===== src/rtl/core/lzwd_pkg.sv =====
`timescale 1ns / 1ps

package lzwd_pkg;

    localparam int CODE_W   = 12;
    localparam int BYTE_W   = 8;
    localparam int ALPHABET = 256;

    typedef enum logic [1:0] {
        ST_IDLE,
        ST_WALK,
        ST_LEAF,
        ST_POP
    } state_t;

    // one dictionary entry: string of prefix followed by suffix
    typedef struct packed {
        logic [CODE_W-1:0] prefix;
        logic [BYTE_W-1:0] suffix;
    } dict_entry_t;

    // one byte waiting on the output stack
    typedef struct packed {
        logic              err;
        logic [BYTE_W-1:0] data;
    } stack_entry_t;

    typedef struct packed {
        logic         en;
        stack_entry_t entry;
    } push_t;

endpackage


===== src/rtl/core/lzwd_if.sv =====


interface lzwd_byte_if;
    import lzwd_pkg::*;

    logic              valid;
    logic              ready;
    logic [BYTE_W-1:0] data_byte;
    logic              last;
    logic              error;

    modport source (output valid, output data_byte, output last, output error, input ready);
    modport sink (input valid, input data_byte, input last, input error, output ready);
endinterface


===== src/rtl/core/lzwd_emit.sv =====
`timescale 1ns / 1ps

module lzwd_emit #(
    parameter int MAX_STRING = 64,
    parameter int SP_W       = 7
) (
    input  logic            clk,
    input  logic            rst_n,
    input  lzwd_pkg::push_t push,
    input  logic            drain,
    output logic [SP_W-1:0] count,
    lzwd_byte_if.source     dst
);
    import lzwd_pkg::*;

    localparam int IDX_W = (MAX_STRING > 2) ? $clog2(MAX_STRING) : 1;

    stack_entry_t    stack_mem [MAX_STRING];
    logic [SP_W-1:0] sp_reg, sp_next;
    logic [SP_W-1:0] sp_dec;
    logic            rdv_reg, rdv_next;
    logic            ov_reg, ov_next;
    stack_entry_t    rd_entry_reg;
    logic            rd_last_reg;
    stack_entry_t    out_entry_reg;
    logic            out_last_reg;
    logic            load_out;
    logic            issue;

    assign sp_dec   = sp_reg - SP_W'(1);
    // fetch stage moves on when the output slot is free or being taken
    assign load_out = rdv_reg && (!ov_reg || dst.ready);
    assign issue    = drain && (sp_reg != '0) && (!rdv_reg || load_out);

    always_comb
    begin
        sp_next = sp_reg;
        if (push.en)
        begin
            sp_next = sp_reg + SP_W'(1);
        end
        else if (issue)
        begin
            sp_next = sp_dec;
        end

        rdv_next = rdv_reg;
        if (issue)
        begin
            rdv_next = 1'b1;
        end
        else if (load_out)
        begin
            rdv_next = 1'b0;
        end

        ov_next = ov_reg;
        if (load_out)
        begin
            ov_next = 1'b1;
        end
        else if (dst.ready)
        begin
            ov_next = 1'b0;
        end
    end

    always_ff @(posedge clk or negedge rst_n)
    begin
        if (!rst_n)
        begin
            sp_reg  <= '0;
            rdv_reg <= 1'b0;
            ov_reg  <= 1'b0;
        end
        else
        begin
            sp_reg  <= sp_next;
            rdv_reg <= rdv_next;
            ov_reg  <= ov_next;
        end
    end

    always_ff @(posedge clk)
    begin
        if (push.en)
        begin
            stack_mem[sp_reg[IDX_W-1:0]] <= push.entry;
        end
        if (issue)
        begin
            rd_entry_reg <= stack_mem[sp_dec[IDX_W-1:0]];
            rd_last_reg  <= (sp_reg == SP_W'(1));
        end
        if (load_out)
        begin
            out_entry_reg <= rd_entry_reg;
            out_last_reg  <= rd_last_reg;
        end
    end

    assign count         = sp_reg;
    assign dst.valid     = ov_reg;
    assign dst.data_byte = out_entry_reg.data;
    assign dst.error     = out_entry_reg.err;
    assign dst.last      = out_last_reg;

endmodule


===== src/flat_wrapper.sv =====
// flat-port wrapper written by rule: the top's interface ports become plain ports
module lzwd_emit_flat import lzwd_pkg::*;
#(
    parameter int MAX_STRING = 64,
    parameter int SP_W       = 7
)
  (clk, rst_n, push, drain, count, dst_valid, dst_data_byte, dst_last, dst_error, dst_ready);
  lzwd_byte_if dst_i ();
  input  logic clk;
  input  logic rst_n;
  input  lzwd_pkg::push_t push;
  input  logic drain;
  output logic [SP_W-1:0] count;
  output wire logic [$bits(dst_i.valid)-1:0] dst_valid;
  output wire logic [$bits(dst_i.data_byte)-1:0] dst_data_byte;
  output wire logic [$bits(dst_i.last)-1:0] dst_last;
  output wire logic [$bits(dst_i.error)-1:0] dst_error;
  input wire logic [$bits(dst_i.ready)-1:0] dst_ready;
  assign dst_valid = dst_i.valid;
  assign dst_data_byte = dst_i.data_byte;
  assign dst_last = dst_i.last;
  assign dst_error = dst_i.error;
  assign dst_i.ready = dst_ready;
  lzwd_emit #(.MAX_STRING(MAX_STRING), .SP_W(SP_W)) u_core (.clk(clk), .rst_n(rst_n), .push(push), .drain(drain), .count(count), .dst(dst_i));
endmodule

===== config.mk =====
export PLATFORM = sky130hd
export DESIGN_NAME = lzwd_emit_flat
export DESIGN_NICKNAME = d
export VERILOG_FILES = /design/src/rtl/core/lzwd_pkg.sv /design/src/rtl/core/lzwd_if.sv /design/src/rtl/core/lzwd_emit.sv /design/src/flat_wrapper.sv
export SDC_FILE = /design/constraint.sdc
export NUM_CORES = 1
export LEC_CHECK = 0
export BUFFER_PORTS_ARGS = -buffer_cell sky130_fd_sc_hd__buf_2
export CORE_MARGIN = 2
export CORE_UTILIZATION = 61
export DETAILED_ROUTE_END_ITERATION = 12
export GPL_ROUTABILITY_DRIVEN = 1
export PLACE_DENSITY = 0.77
export SYNTH_ARGS = -nofsm -noshare
export SYNTH_HDL_FRONTEND = slang
export SYNTH_SLANG_ARGS = --single-unit

===== constraint.sdc =====
create_clock -name clk -period 7.2 [get_ports clk]
set_input_delay 1.08 -clock clk [delete_from_list [all_inputs] [get_ports clk]]
set_output_delay 1.08 -clock clk [all_outputs]
set_load 0.005 [all_outputs]

==> run summary, run 1 <==
STA
----------------------------------------------------------------------------
Worst-case clock skew                                                18.8 ps
Share of the clock period used by the worst path after layout          61.2%
Final hold viol count                                                      0
Actual transition at the worst max-transition pin                    1260 ps
Remaining max-slew budget at the tightest pin                          16.3%
Final setup violation count                                                0
Achievable frequency                                                 227 MHz
Shortest clock period the worst path allows after layout             4410 ps
Setup repair after global routing missed its margin                       no
Total negative slack for setup checks                                   0 ps
Pins over their slew limit                                                 0

PWR
----------------------------------------------------------------------------
Leakage                                                              8.16 nW
Part of the power in registers                                         39.4%
Internal power                                                     0.00753 W
Switching pwr                                                      0.00350 W
Portion of total power attributed to the clock network                 26.9%
Switching power as a share of total power                              31.8%
Relative contribution of combinational cells to total power            33.7%
Worst IR Drop VDD                                                   0.358 mV
PD cells                                                          423 mW/mm²

DIE
----------------------------------------------------------------------------
Die W                                                                 201 µm
Overall die height                                                    201 µm
Total die area                                                    0.0403 mm²
Count of pins on the block boundary                                       32
Total number of placement rows                                            72
Core Box Area                                                     0.0385 mm²
Initial core utilization                                               61.4%

SYNTHESIS
----------------------------------------------------------------------------
Area of the mapped netlist                                        0.0236 mm²
Cell types occupying the most area after synthesis              edfxtp_1, mux4_2, mux2i_1
Fraction of the yosys area taken by sequential cells                   76.7%
Synthesis Warnings                                                         0
Number of distinct library cells after synthesis                          45
Fraction of registers with async set or reset after synthesis          1.49%
Number of flip-flops and latches in the synthesized netlist              605
Gate count of the mapped netlist                                       1,089
Share of Yosys cell area claimed by the top area cell type             75.7%
Cell type with the highest aggregate area in the netlist            edfxtp_1
Most used flip-flop cell after synthesis                            edfxtp_1
Number of synthesized flops with an enable pin                           596
Mean post-synth cell area                                           21.7 µm²
Number of nets produced by synthesis                                   1,107

CLOCK TREE
----------------------------------------------------------------------------
Clock transition at the registers of the reported paths                60 ps
Buffer count from post-CTS setup fixing                                    0
Clock root buffer master                                           clkbuf_16
Inserted Clock Buffers                                                    58
Post-CTS sizing                                                            0
CTS tree                                                                 yes
Bufs on Longest Clock Path                                                 3
CTS H-tree lvls                                                            2
Post-cts hold buffer count                                                 0
Skew-Pair Late Insertion Delay                                        620 ps
Sink Count                                                               605

FINISH
----------------------------------------------------------------------------
Share of layout cells above drive strength 1                           25.6%
Max FFs per register                                                     576
Final instance area                                               0.0261 mm²
Inserted Diodes                                                            0
Final std cells w/o fill                                               1,692
Nets@finish                                                            1,149
Area grow syn2layout                                                   10.3%

PLACE
----------------------------------------------------------------------------
Placed Area                                                       0.0242 mm²
Final weighted congestion in routability-driven placement              0.882
HPWL after detailed placement                                        28.7 mm
I/O Buffers                                                               31
Total placed cells including tap cells                                 1,589

GLOBAL ROUTING
----------------------------------------------------------------------------
Vias in the first global route                                        11,300
Global router's overall resource usage                                 25.6%
Initial antenna violation count                                            3
Final global-route overflow total                                          0
Global-route wire length before repair                               75.0 mm
Maximum number of pins on one net before global-route repair              69

SETUP PATH
----------------------------------------------------------------------------
Arrival @ worst endpoint                                             4730 ps
Critical path class                                             register to register
Startpoint Class                                                    register
Sort of element at the end of the critical path                     register
Top fanout value on the critical path                                     68
Slack of the worst reg-to-reg path                                   2790 ps
Worst reg2reg endpoint                                          u_core.rd_entry_reg[7]$_DFFE_PP_
Reg2reg start                                                   u_core.count[0]$_DFFE_PN0P_
Length in cells of the worst reg-to-reg path                               7
Required time at the worst-slack endpoint                            7520 ps

ROUTE
----------------------------------------------------------------------------
Mean number of vias per cell                                            6.63
DR pass1 iterations                                                        5
Total via count in the routed design                                  11,200
Total wire length after detailed routing                             50.0 mm
Remaining design rule violation count                                      0
WL/cell                                                              29.5 µm
Final ANT Viol Nets                                                        0
Violation count after the first detailed-route iteration               1,419

OUTCOME
----------------------------------------------------------------------------
Status                                                          complete, no violations

FLOW RUN
----------------------------------------------------------------------------
Max capacitance violation total                                            0

WORST HOLD PATH
----------------------------------------------------------------------------
Hold Crit Class                                                 input port to async pin

[per-stage QoR]
step           hold WS, ps  total power [W]  util, %  setup slack (ps)
2_1_floorplan          400          0.00701        -              3970
3_3_place_gp           411          0.00806     63.0              2780
3_5_place_dp           410          0.00811     63.0              2760
4_1_cts                308           0.0111     67.8              2760
5_1_grt                314           0.0115     67.8              2550
6_report               326           0.0110     67.8              2790
[critical path, cell delays in order, from the launching register on]
cell     delay [ps]
dfrtp_4         930
inv_1           320
ha_4           1030
buf_4           470
mux4_2          370
mux4_2          480
nor2_1          300
o32ai_1         150
[final cells by class]
type / instances / area [µm²]
clock buffers: 69 / 1490
clock inverters: 34 / 347
fillers: 2338 / 12400
inverters: 9 / 33.8
multi-input cells: 418 / 5210
flip-flops and latches: 605 / 18100
well taps: 518 / 648
repair buffers: 39 / 215
[power groups by stage]
stage | sequential, W | clock [W] | combinational (W)
6_report | 0.00435 | 0.00297 | 0.00372
5_1_grt | 0.00437 | 0.00315 | 0.00393
4_1_cts | 0.00435 | 0.00300 | 0.00373
3_5_place_dp | 0.00442 | 0 | 0.00369
3_3_place_gp | 0.00441 | 0 | 0.00365
2_1_floorplan | 0.00423 | 0 | 0.00278
[logic make-up after synthesis]
| group | synth area share [%] |
|---|---|
| adders and majority gates | 0.212 |
| xor gates and xnor gates | 0.365 |
| and+or+nand+nor | 2.48 |
| muxes | 17.0 |
| buffers and inverters | 1.43 |
| AOI/OAI and AO/OA | 1.86 |
| DFF | 76.7 |
[layout by cell type, fill, tap and decap left out, types with 2 or more instances in the layout]
cell and instances:
o21ai_0 2, xor2_1 2, a22oi_1 2, clkinv_2 7
dfrtp_1 8, o22a_1 2, inv_1 9, a21oi_1 3
nand3_1 6, or3_1 3, buf_4 8, mux4_2 154
mux2_2 20, nor3_1 3, edfxtp_1 596, inv_6 2
clkbuf_16 58, nand2b_1 8, o22ai_1 27, nand2_1 19
o32a_1 2, clkbuf_1 11, bufinv_16 7, clkinv_1 16
nor2_1 81, o21ai_1 8, nand4_1 3, and2_1 2
xnor2_1 5, mux2i_1 32, or2_2 2, nor2b_1 5
o31ai_1 8, ha_1 3, buf_2 31
[per-layer routing]
layer,GRT usage (%),routed length [µm],up-vias
met2,40.6,24700,591
met4,7.35,1280,4
met1,36.2,19300,5907
li1,-,-,4625
met5,0,26,-
met3,6.33,4630,97
[synthesized netlist by cell type, types with 2 or more instances]
| library cell | n |
|---|---|
| o22a_1 | 2 |
| nand4_1 | 3 |
| dfrtp_1 | 9 |
| inv_1 | 9 |
| buf_6 | 4 |
| mux4_2 | 154 |
| nand2_1 | 20 |
| o32a_1 | 2 |
| mux2_2 | 20 |
| o21ai_1 | 8 |
| mux2i_1 | 32 |
| and2_1 | 2 |
| nand3_1 | 6 |
| nand2b_1 | 8 |
| nor3_1 | 3 |
| o22ai_1 | 27 |
| or3_1 | 3 |
| clkbuf_1 | 18 |
| buf_4 | 12 |
| nor2b_1 | 5 |
| xor2_1 | 3 |
| or2_2 | 2 |
| a22oi_1 | 2 |
| o21ai_0 | 2 |
| o31ai_1 | 8 |
| buf_2 | 12 |
| nor2_1 | 81 |
| edfxtp_1 | 596 |
| xnor2_1 | 5 |
| buf_1 | 11 |
| ha_1 | 4 |
| a21oi_1 | 3 |
[worst max-delay path by stage]
stage	startpoint	end	slack, ps	cells past startpoint
2_1_floorplan	u_core.count[0]$_DFFE_PN0P_	u_core.rd_entry_reg[0]$_DFFE_PP_	3970	13
3_3_place_gp	u_core.count[0]$_DFFE_PN0P_	u_core.rd_entry_reg[7]$_DFFE_PP_	2780	7
3_5_place_dp	u_core.count[0]$_DFFE_PN0P_	u_core.rd_entry_reg[7]$_DFFE_PP_	2760	7
4_1_cts	u_core.count[0]$_DFFE_PN0P_	count[0]	2760	3
5_1_grt	u_core.count[0]$_DFFE_PN0P_	count[0]	2550	3
6_report	u_core.count[0]$_DFFE_PN0P_	u_core.rd_entry_reg[7]$_DFFE_PP_	2790	7
Power figures use the tool's default switching activity.
==> run 2: changes to the inputs <==
--- a/config.mk
+++ b/config.mk
@@ -7,10 +7,10 @@
 export LEC_CHECK = 0
 export BUFFER_PORTS_ARGS = -buffer_cell sky130_fd_sc_hd__buf_2
 export CORE_MARGIN = 2
-export CORE_UTILIZATION = 61
+export CORE_UTILIZATION = 56
 export DETAILED_ROUTE_END_ITERATION = 12
 export GPL_ROUTABILITY_DRIVEN = 1
-export PLACE_DENSITY = 0.77
+export PLACE_DENSITY = 0.75
 export SYNTH_ARGS = -nofsm -noshare
 export SYNTH_HDL_FRONTEND = slang
 export SYNTH_SLANG_ARGS = --single-unit
==> constraint.sdc (replaced) <==
create_clock -name clk -period 3.6 [get_ports clk]
set_input_delay 0.54 -clock clk [delete_from_list [all_inputs] [get_ports clk]]
set_output_delay 0.54 -clock clk [all_outputs]
set_load 0.005 [all_outputs]
==> run summary, run 2 (synthesized netlist as in run 1, its figures left out) <==
WORST HOLD PATH
----------------------------------------------------------------------------
Startpoint of the lowest-slack hold path                           dst_ready
Hold Crit Class                                                 input port to register
Hold path cells                                                            3
Worst Hold Endpoint                                             u_core.dst.valid$_DFFE_PN0P_

SETUP PATH
----------------------------------------------------------------------------
Arrival @ worst endpoint                                             3400 ps   -1330 ps
Top fanout value on the critical path                                     40   -41%
Sort of element at the end of the critical path                     register
Reg2reg start                                                   u_core.count[1]$_DFFE_PN0P_
Startpoint Class                                                    register
Worst setup startpoint                                          u_core.count[1]$_DFFE_PN0P_
Length in cells of the worst reg-to-reg path                               7   unchanged
Critical path class                                             register to register
Crit-path max cell delay                                              570 ps   -460 ps
Slowest CP cell                                                      dfrtp_1
Required time at the worst-slack endpoint                            3940 ps   -3580 ps
Slack of the worst reg-to-reg path                                    530 ps   -2260 ps
Cell breakdown of the critical path                             inv_1, ha_4, buf_12, mux4_2, mux2_2, o22ai_1, o31ai_1
Worst reg2reg endpoint                                          u_core.rd_entry_reg[1]$_DFFE_PP_

DIE
----------------------------------------------------------------------------
Overall die height                                                    209 µm   +4.3%
Initial core utilization                                               56.6%   -4.8 points
Die W                                                                 209 µm   +4.3%
Total die area                                                    0.0439 mm²   +8.7%
Count of pins on the block boundary                                       32   unchanged
Core Box Area                                                     0.0418 mm²   +8.6%
Total number of placement rows                                            75   +4.2%

CLOCK TREE
----------------------------------------------------------------------------
Sink Count                                                               605   unchanged
Clock transition at the registers of the reported paths                60 ps   about the same
CTS H-tree lvls                                                            2   unchanged
Post-CTS sizing                                                            0   unchanged
Inserted Clock Buffers                                                    56   -3.4%
Post-cts hold buffer count                                                 1   +1
CTS tree                                                                 yes
Buffer count from post-CTS setup fixing                                    0   unchanged
Skew-Pair Late Insertion Delay                                        610 ps   about the same
Bufs on Longest Clock Path                                                 3   unchanged
Clock root buffer master                                           clkbuf_16

PWR
----------------------------------------------------------------------------
Overall power after layout                                          0.0222 W   +100%
PD cells                                                          832 mW/mm²   +97%
Worst IR Drop VDD                                                   0.471 mV   +31%
Leakage                                                              8.51 nW   +4.3%

GLOBAL ROUTING
----------------------------------------------------------------------------
Initial antenna violation count                                            0   -3
Final global-route overflow total                                          0   unchanged
Global router's overall resource usage                                 23.2%   -2.4 points
Maximum number of pins on one net before global-route repair              65   -5.8%
Vias in the first global route                                        11,200   -0.25%
Global-route wire length before repair                               73.6 mm   -1.9%

STA
----------------------------------------------------------------------------
Actual transition at the worst max-transition pin                    1230 ps   -23.6 ps
Worst-case clock skew                                                26.0 ps   +7.20 ps
Achievable frequency                                                 326 MHz   +44%
Setup repair after global routing missed its margin                       no
Total negative slack for setup checks                                   0 ps   unchanged
Pins over their slew limit                                                 0   unchanged
Final hold viol count                                                      0   unchanged
Share of the clock period used by the worst path after layout          85.2%   +24 points
Remaining max-slew budget at the tightest pin                          17.9%   +1.6 points
Final setup violation count                                                0   unchanged
Worst Hold Margin                                                     242 ps   -84.9 ps
Shortest clock period the worst path allows after layout             3070 ps   -1340 ps

FLOW RUN
----------------------------------------------------------------------------
Max capacitance violation total                                            0   unchanged

FINISH
----------------------------------------------------------------------------
Area grow syn2layout                                                   12.6%
Share of layout cells above drive strength 1                           29.3%   +3.8 points
Commonest cells after routing, fill and taps aside              edfxtp_1, mux4_2, nor2_1
Nets@finish                                                            1,211   +5.4%
Most common library cell in the layout ignoring fill and taps       edfxtp_1
Filler instances                                                       2,672   +14%
Max FFs per register                                                     576   unchanged
Inserted Diodes                                                            0   unchanged

ROUTE
----------------------------------------------------------------------------
Violation count after the first detailed-route iteration               1,376   -3.0%
WL/cell                                                              27.8 µm   -6.0%
Final ANT Viol Nets                                                        0   unchanged
Total via count in the routed design                                  11,200   +0.15%
Mean number of vias per cell                                            6.33   -4.6%
Total wire length after detailed routing                             49.3 mm   -1.4%
Remaining design rule violation count                                      0   unchanged
DR pass1 iterations                                                        7   +2

PLACE
----------------------------------------------------------------------------
Final weighted congestion in routability-driven placement              0.922   +4.5%
I/O Buffers                                                               31   unchanged
HPWL after detailed placement                                        29.5 mm   +2.9%

OUTCOME
----------------------------------------------------------------------------
Status                                                          complete, no violations

==> run 2: changes by cell type in the layout (fill, tap and decap cells not counted) <==
cell	before	now
clkinv_8	1	0
buf_12	0	6
dlygate4sd3_1	0	1
xor2_2	1	0
clkinv_4	0	1
clkinv_2	7	9
clkbuf_16	58	57
clkbuf_1	11	9
buf_4	8	65
xor2_1	2	3
==> run 2: through the flow <==
stage | std cells | worst slack, ps | utilization [%] | instance area, µm²
final | 1776 | 532 | 63.7 | 26600
after global routing | 1776 | 391 | 63.7 | 26600
after CTS | 1776 | 585 | 63.7 | 26600
after detailed placement | 1673 | 576 | 59.4 | 24800
after global placement | 1673 | 632 | 59.4 | 24800
after floorplan | 1089 | 372 | - | 23600
==> run 2: worst max-delay path by stage <==
| stage | slack, ps | to | cells past startpoint |
|---|---|---|---|
| 2_1_floorplan | 370 | u_core.rd_entry_reg[0]$_DFFE_PP_ | 13 |
| 3_3_place_gp | 630 | u_core.rd_entry_reg[1]$_DFFE_PP_ | 7 |
| 3_5_place_dp | 580 | u_core.rd_entry_reg[1]$_DFFE_PP_ | 7 |
| 4_1_cts | 590 | u_core.rd_entry_reg[1]$_DFFE_PP_ | 7 |
| 5_1_grt | 390 | u_core.rd_entry_reg[1]$_DFFE_PP_ | 7 |
| 6_report | 530 | u_core.rd_entry_reg[1]$_DFFE_PP_ | 7 |
==> run 2: final cells by class <==
cell class	count	area, µm²	area share [%]
tap	539	674	2.53
clock buffer	66	1460	5.49
multi-input combinational	418	5200	19.5
timing repair buffer	103	773	2.90
inverter	9	33.8	0.127
sequential	605	18100	68.1
clock inverter	36	349	1.31
==> run 2: critical path: cells and delay by family, from the launching register on <==
kind,cells,cell delay [ps]
fa+ha+maj,1,520
buf+inv,2,500
flops,1,570
compound gates,2,520
mux,2,650
==> run 2: layer usage <==
metal	global-route usage (%)	share of wire (%)	vias up
met3	3.41	8.1	104
met2	36.4	48	545
met5	0	0	-
met1	34.2	41	5856
met4	8.33	3.3	0
li1	-	-	4736
==> run 2: power by group <==
group	switching, W	total [W]	internal [W]	leakage (nW)
Clock	0.00245	0.00583	0.00338	0.886
Sequential	0.000237	0.00846	0.00822	5.48
Combinational	0.00427	0.00787	0.00360	2.14
Total	0.00695	0.0222	0.0152	8.51
==> run 3: changes to the inputs <==
--- a/config.mk
+++ b/config.mk
@@ -6,11 +6,11 @@
 export NUM_CORES = 1
 export LEC_CHECK = 0
 export BUFFER_PORTS_ARGS = -buffer_cell sky130_fd_sc_hd__buf_2
+export CAP_MARGIN = 40
 export CORE_MARGIN = 2
-export CORE_UTILIZATION = 56
+export CORE_UTILIZATION = 45
 export DETAILED_ROUTE_END_ITERATION = 12
 export GPL_ROUTABILITY_DRIVEN = 1
-export PLACE_DENSITY = 0.75
 export SYNTH_ARGS = -nofsm -noshare
 export SYNTH_HDL_FRONTEND = slang
 export SYNTH_SLANG_ARGS = --single-unit
==> constraint.sdc (replaced) <==
create_clock -name clk -period 3.2 [get_ports clk]
set_input_delay 0.48 -clock clk [delete_from_list [all_inputs] [get_ports clk]]
set_output_delay 0.48 -clock clk [all_outputs]
set_load 0.005 [all_outputs]
==> run summary, run 3 (synthesized netlist as in run 1, its figures left out) <==
CLOCK TREE
----------------------------------------------------------------------------
Clock transition at the registers of the reported paths                60 ps   about the same
Inserted Clock Buffers                                                    59   +5.4%
CTS tree                                                                 yes
Skew-Pair Late Insertion Delay                                        620 ps   about the same
Bufs on Longest Clock Path                                                 3   unchanged
Clock root buffer master                                           clkbuf_16
Sink Count                                                               605   unchanged
CTS H-tree lvls                                                            2   unchanged
Buffer count from post-CTS setup fixing                                    0   unchanged
Post-CTS sizing                                                            0   unchanged

SETUP PATH
----------------------------------------------------------------------------
Count of buffer and inverter cells on the critical path                    3   +1
Worst reg2reg endpoint                                          u_core.rd_entry_reg[4]$_DFFE_PP_
Top fanout value on the critical path                                     28   -30%
Critical path class                                             register to register
Slack of the worst reg-to-reg path                                    210 ps   -320 ps
Crit-path most repeated cell                                          mux4_2
Length in cells of the worst reg-to-reg path                               8   +1
Startpoint Class                                                    register
Kind of cell adding the most delay to the critical path         multiplexers
Required time at the worst-slack endpoint                            3560 ps   -380 ps
Cell breakdown of the critical path                             inv_1, ha_4, buf_12, buf_4, mux4_2, mux4_2, nor2_1, o31ai_1
Arrival @ worst endpoint                                             3350 ps   -50 ps
Reg2reg start                                                   u_core.count[0]$_DFFE_PN0P_
Crit-path max cell delay                                              560 ps   about the same
Slowest CP cell                                                         ha_4
Sort of element at the end of the critical path                     register

PWR
----------------------------------------------------------------------------
Switching pwr                                                      0.00820 W   +18%
Relative contribution of combinational cells to total power            36.5%   +1.0 points
Switching power as a share of total power                              32.2%   +0.81 points
PD cells                                                          940 mW/mm²   +13%
Internal power                                                      0.0173 W   +14%
Portion of total power attributed to the clock network                 26.3%   about the same
Worst IR Drop VDD                                                   0.523 mV   +11%
Part of the power in registers                                         37.2%   -1.0 points
Leakage                                                              8.71 nW   +2.3%

WORST HOLD PATH
----------------------------------------------------------------------------
Hold path cells                                                            3   unchanged
Worst Hold Endpoint                                             u_core.dst.valid$_DFFE_PN0P_
Hold Crit Class                                                 input port to register
Startpoint of the lowest-slack hold path                           dst_ready

ROUTE
----------------------------------------------------------------------------
Remaining design rule violation count                                      0   unchanged
Total via count in the routed design                                  11,100   -0.99%
DR pass1 iterations                                                        5   -2
WL/cell                                                              26.7 µm   -3.7%
Mean number of vias per cell                                            5.70   -10%
Final ANT Viol Nets                                                        0   unchanged
Total wire length after detailed routing                             52.2 mm   +5.9%
Violation count after the first detailed-route iteration               1,077   -22%

STA
----------------------------------------------------------------------------
Worst-case clock skew                                                23.1 ps   -2.90 ps
Actual transition at the worst max-transition pin                     860 ps   -372 ps
Shortest clock period the worst path allows after layout             2990 ps   -77.2 ps
Setup repair after global routing missed its margin                       no
Achievable frequency                                                 334 MHz   +2.6%
Total negative slack for setup checks                                   0 ps   unchanged
Final hold viol count                                                      0   unchanged
Final setup violation count                                                0   unchanged
Pins over their slew limit                                                 0   unchanged
Share of the clock period used by the worst path after layout          93.5%   +8.2 points
Remaining max-slew budget at the tightest pin                          42.7%   +25 points

DIE
----------------------------------------------------------------------------
Die W                                                                 233 µm   +11%
Core Box Area                                                     0.0516 mm²   +24%
Total die area                                                    0.0544 mm²   +24%
Count of pins on the block boundary                                       32   unchanged
Overall die height                                                    233 µm   +11%
Initial core utilization                                               45.8%   -11 points
Total number of placement rows                                            83   +11%

FINISH
----------------------------------------------------------------------------
Filler instances                                                       4,000   +50%
Nets@finish                                                            1,244   +2.7%
Max FFs per register                                                     576   unchanged
Final Util                                                             52.5%   -11 points
Area of all sequential standard cells                             0.0181 mm²   unchanged
Area grow syn2layout                                                   14.7%
Most common library cell in the layout ignoring fill and taps       edfxtp_1
Commonest cells after routing, fill and taps aside              edfxtp_1, mux4_2, buf_4
Inserted Diodes                                                            0   unchanged
Area used by multi-input combinational logic                     0.00520 mm²   unchanged
Share of layout cells above drive strength 1                           31.2%   +1.9 points

PLACE
----------------------------------------------------------------------------
Final weighted congestion in routability-driven placement              0.828   -10%
I/O Buffers                                                               31   unchanged
HPWL after detailed placement                                        33.0 mm   +12%

GLOBAL ROUTING
----------------------------------------------------------------------------
Maximum number of pins on one net before global-route repair              65   unchanged
Global-route wire length before repair                               77.3 mm   +5.0%
Global router's overall resource usage                                 19.8%   -3.5 points
Final global-route overflow total                                          0   unchanged
Vias in the first global route                                        11,500   +2.0%
Initial antenna violation count                                            1   +1

OUTCOME
----------------------------------------------------------------------------
Status                                                          complete, no violations

FLOW RUN
----------------------------------------------------------------------------
Max capacitance violation total                                            0   unchanged

-- run 3: cell count changes in the layout (fill, tap and decap cells not counted), sizes merged --
cell      before  now
buf          102  132
bufinv         7    4
clkbuf        66   76
clkinv        26   25
clkinvlp       1    2
-- run 3: final cells by class --
cell class | count | share of cell area (%)
Clock buffer | 76 | 5.84
Clock inverter | 33 | 1.01
Inverter | 9 | 0.125
Multi-Input combinational cell | 418 | 19.2
Sequential cell | 605 | 66.8
Tap cell | 680 | 3.14
Timing Repair Buffer | 133 | 3.87
-- run 3: through the flow --
stage | hold WS, ps | setup WS, ps | std cells | cell area (µm²) | power, W
floorplan | 184 | 3.03 | 1089 | 23600 | 0.0158
global placement | 364 | 206 | 1842 | 25200 | 0.0190
detailed placement | 367 | 202 | 1843 | 25200 | 0.0190
CTS | 155 | 201 | 1953 | 27100 | 0.0257
global route | 200 | 129 | 1954 | 27100 | 0.0265
finish | 200 | 209 | 1954 | 27100 | 0.0255
-- run 3: how the worst max path moves through the flow --
stage,start,to,slack [ps],cells after the start
after floorplan,u_core.count[0]$_DFFE_PN0P_,u_core.rd_entry_reg[0]$_DFFE_PP_,3,13
after global placement,u_core.count[0]$_DFFE_PN0P_,u_core.rd_entry_reg[4]$_DFFE_PP_,210,8
after detailed placement,u_core.count[0]$_DFFE_PN0P_,u_core.rd_entry_reg[4]$_DFFE_PP_,200,8
after CTS,u_core.count[0]$_DFFE_PN0P_,u_core.rd_entry_reg[4]$_DFFE_PP_,200,8
after global routing,u_core.count[0]$_DFFE_PN0P_,u_core.rd_entry_reg[4]$_DFFE_PP_,130,8
final,u_core.count[0]$_DFFE_PN0P_,u_core.rd_entry_reg[4]$_DFFE_PP_,210,8
-- run 3: metal layers --
| layer | track usage, % | vias up | share of wire, % |
|---|---|---|---|
| met3 | 3.96 | 83 | 6.0 |
| met2 | 30.2 | 343 | 47 |
| li1 | - | 4812 | - |
| met1 | 28.6 | 5892 | 45 |
| met5 | 0 | - | 0 |
| met4 | 6.51 | 0 | 2.6 |
-- run 3: power by group through the flow --
stage	Clock [W]	Combinational [W]	Sequential, W
after global placement	0	0.00939	0.00963
after CTS	0.00684	0.00942	0.00948
final	0.00669	0.00931	0.00948
after detailed placement	0	0.00940	0.00965
after global routing	0.00714	0.00987	0.00951
after floorplan	0	0.00627	0.00952
-- run 3: worst reg2reg max path, stage by stage (launching register included) --
cell and delay (ps):
dfrtp_4 470, inv_1 100, ha_4 560, buf_12 280
buf_4 240, mux4_2 330, mux4_2 510, nor2_1 150
o31ai_1 90
-- run 3: what timing repair did --
item,4_1_cts,5_1_grt
endpoints found under the setup margin,0,0
hold buffers,1,0
hold endpoints to repair,9,0
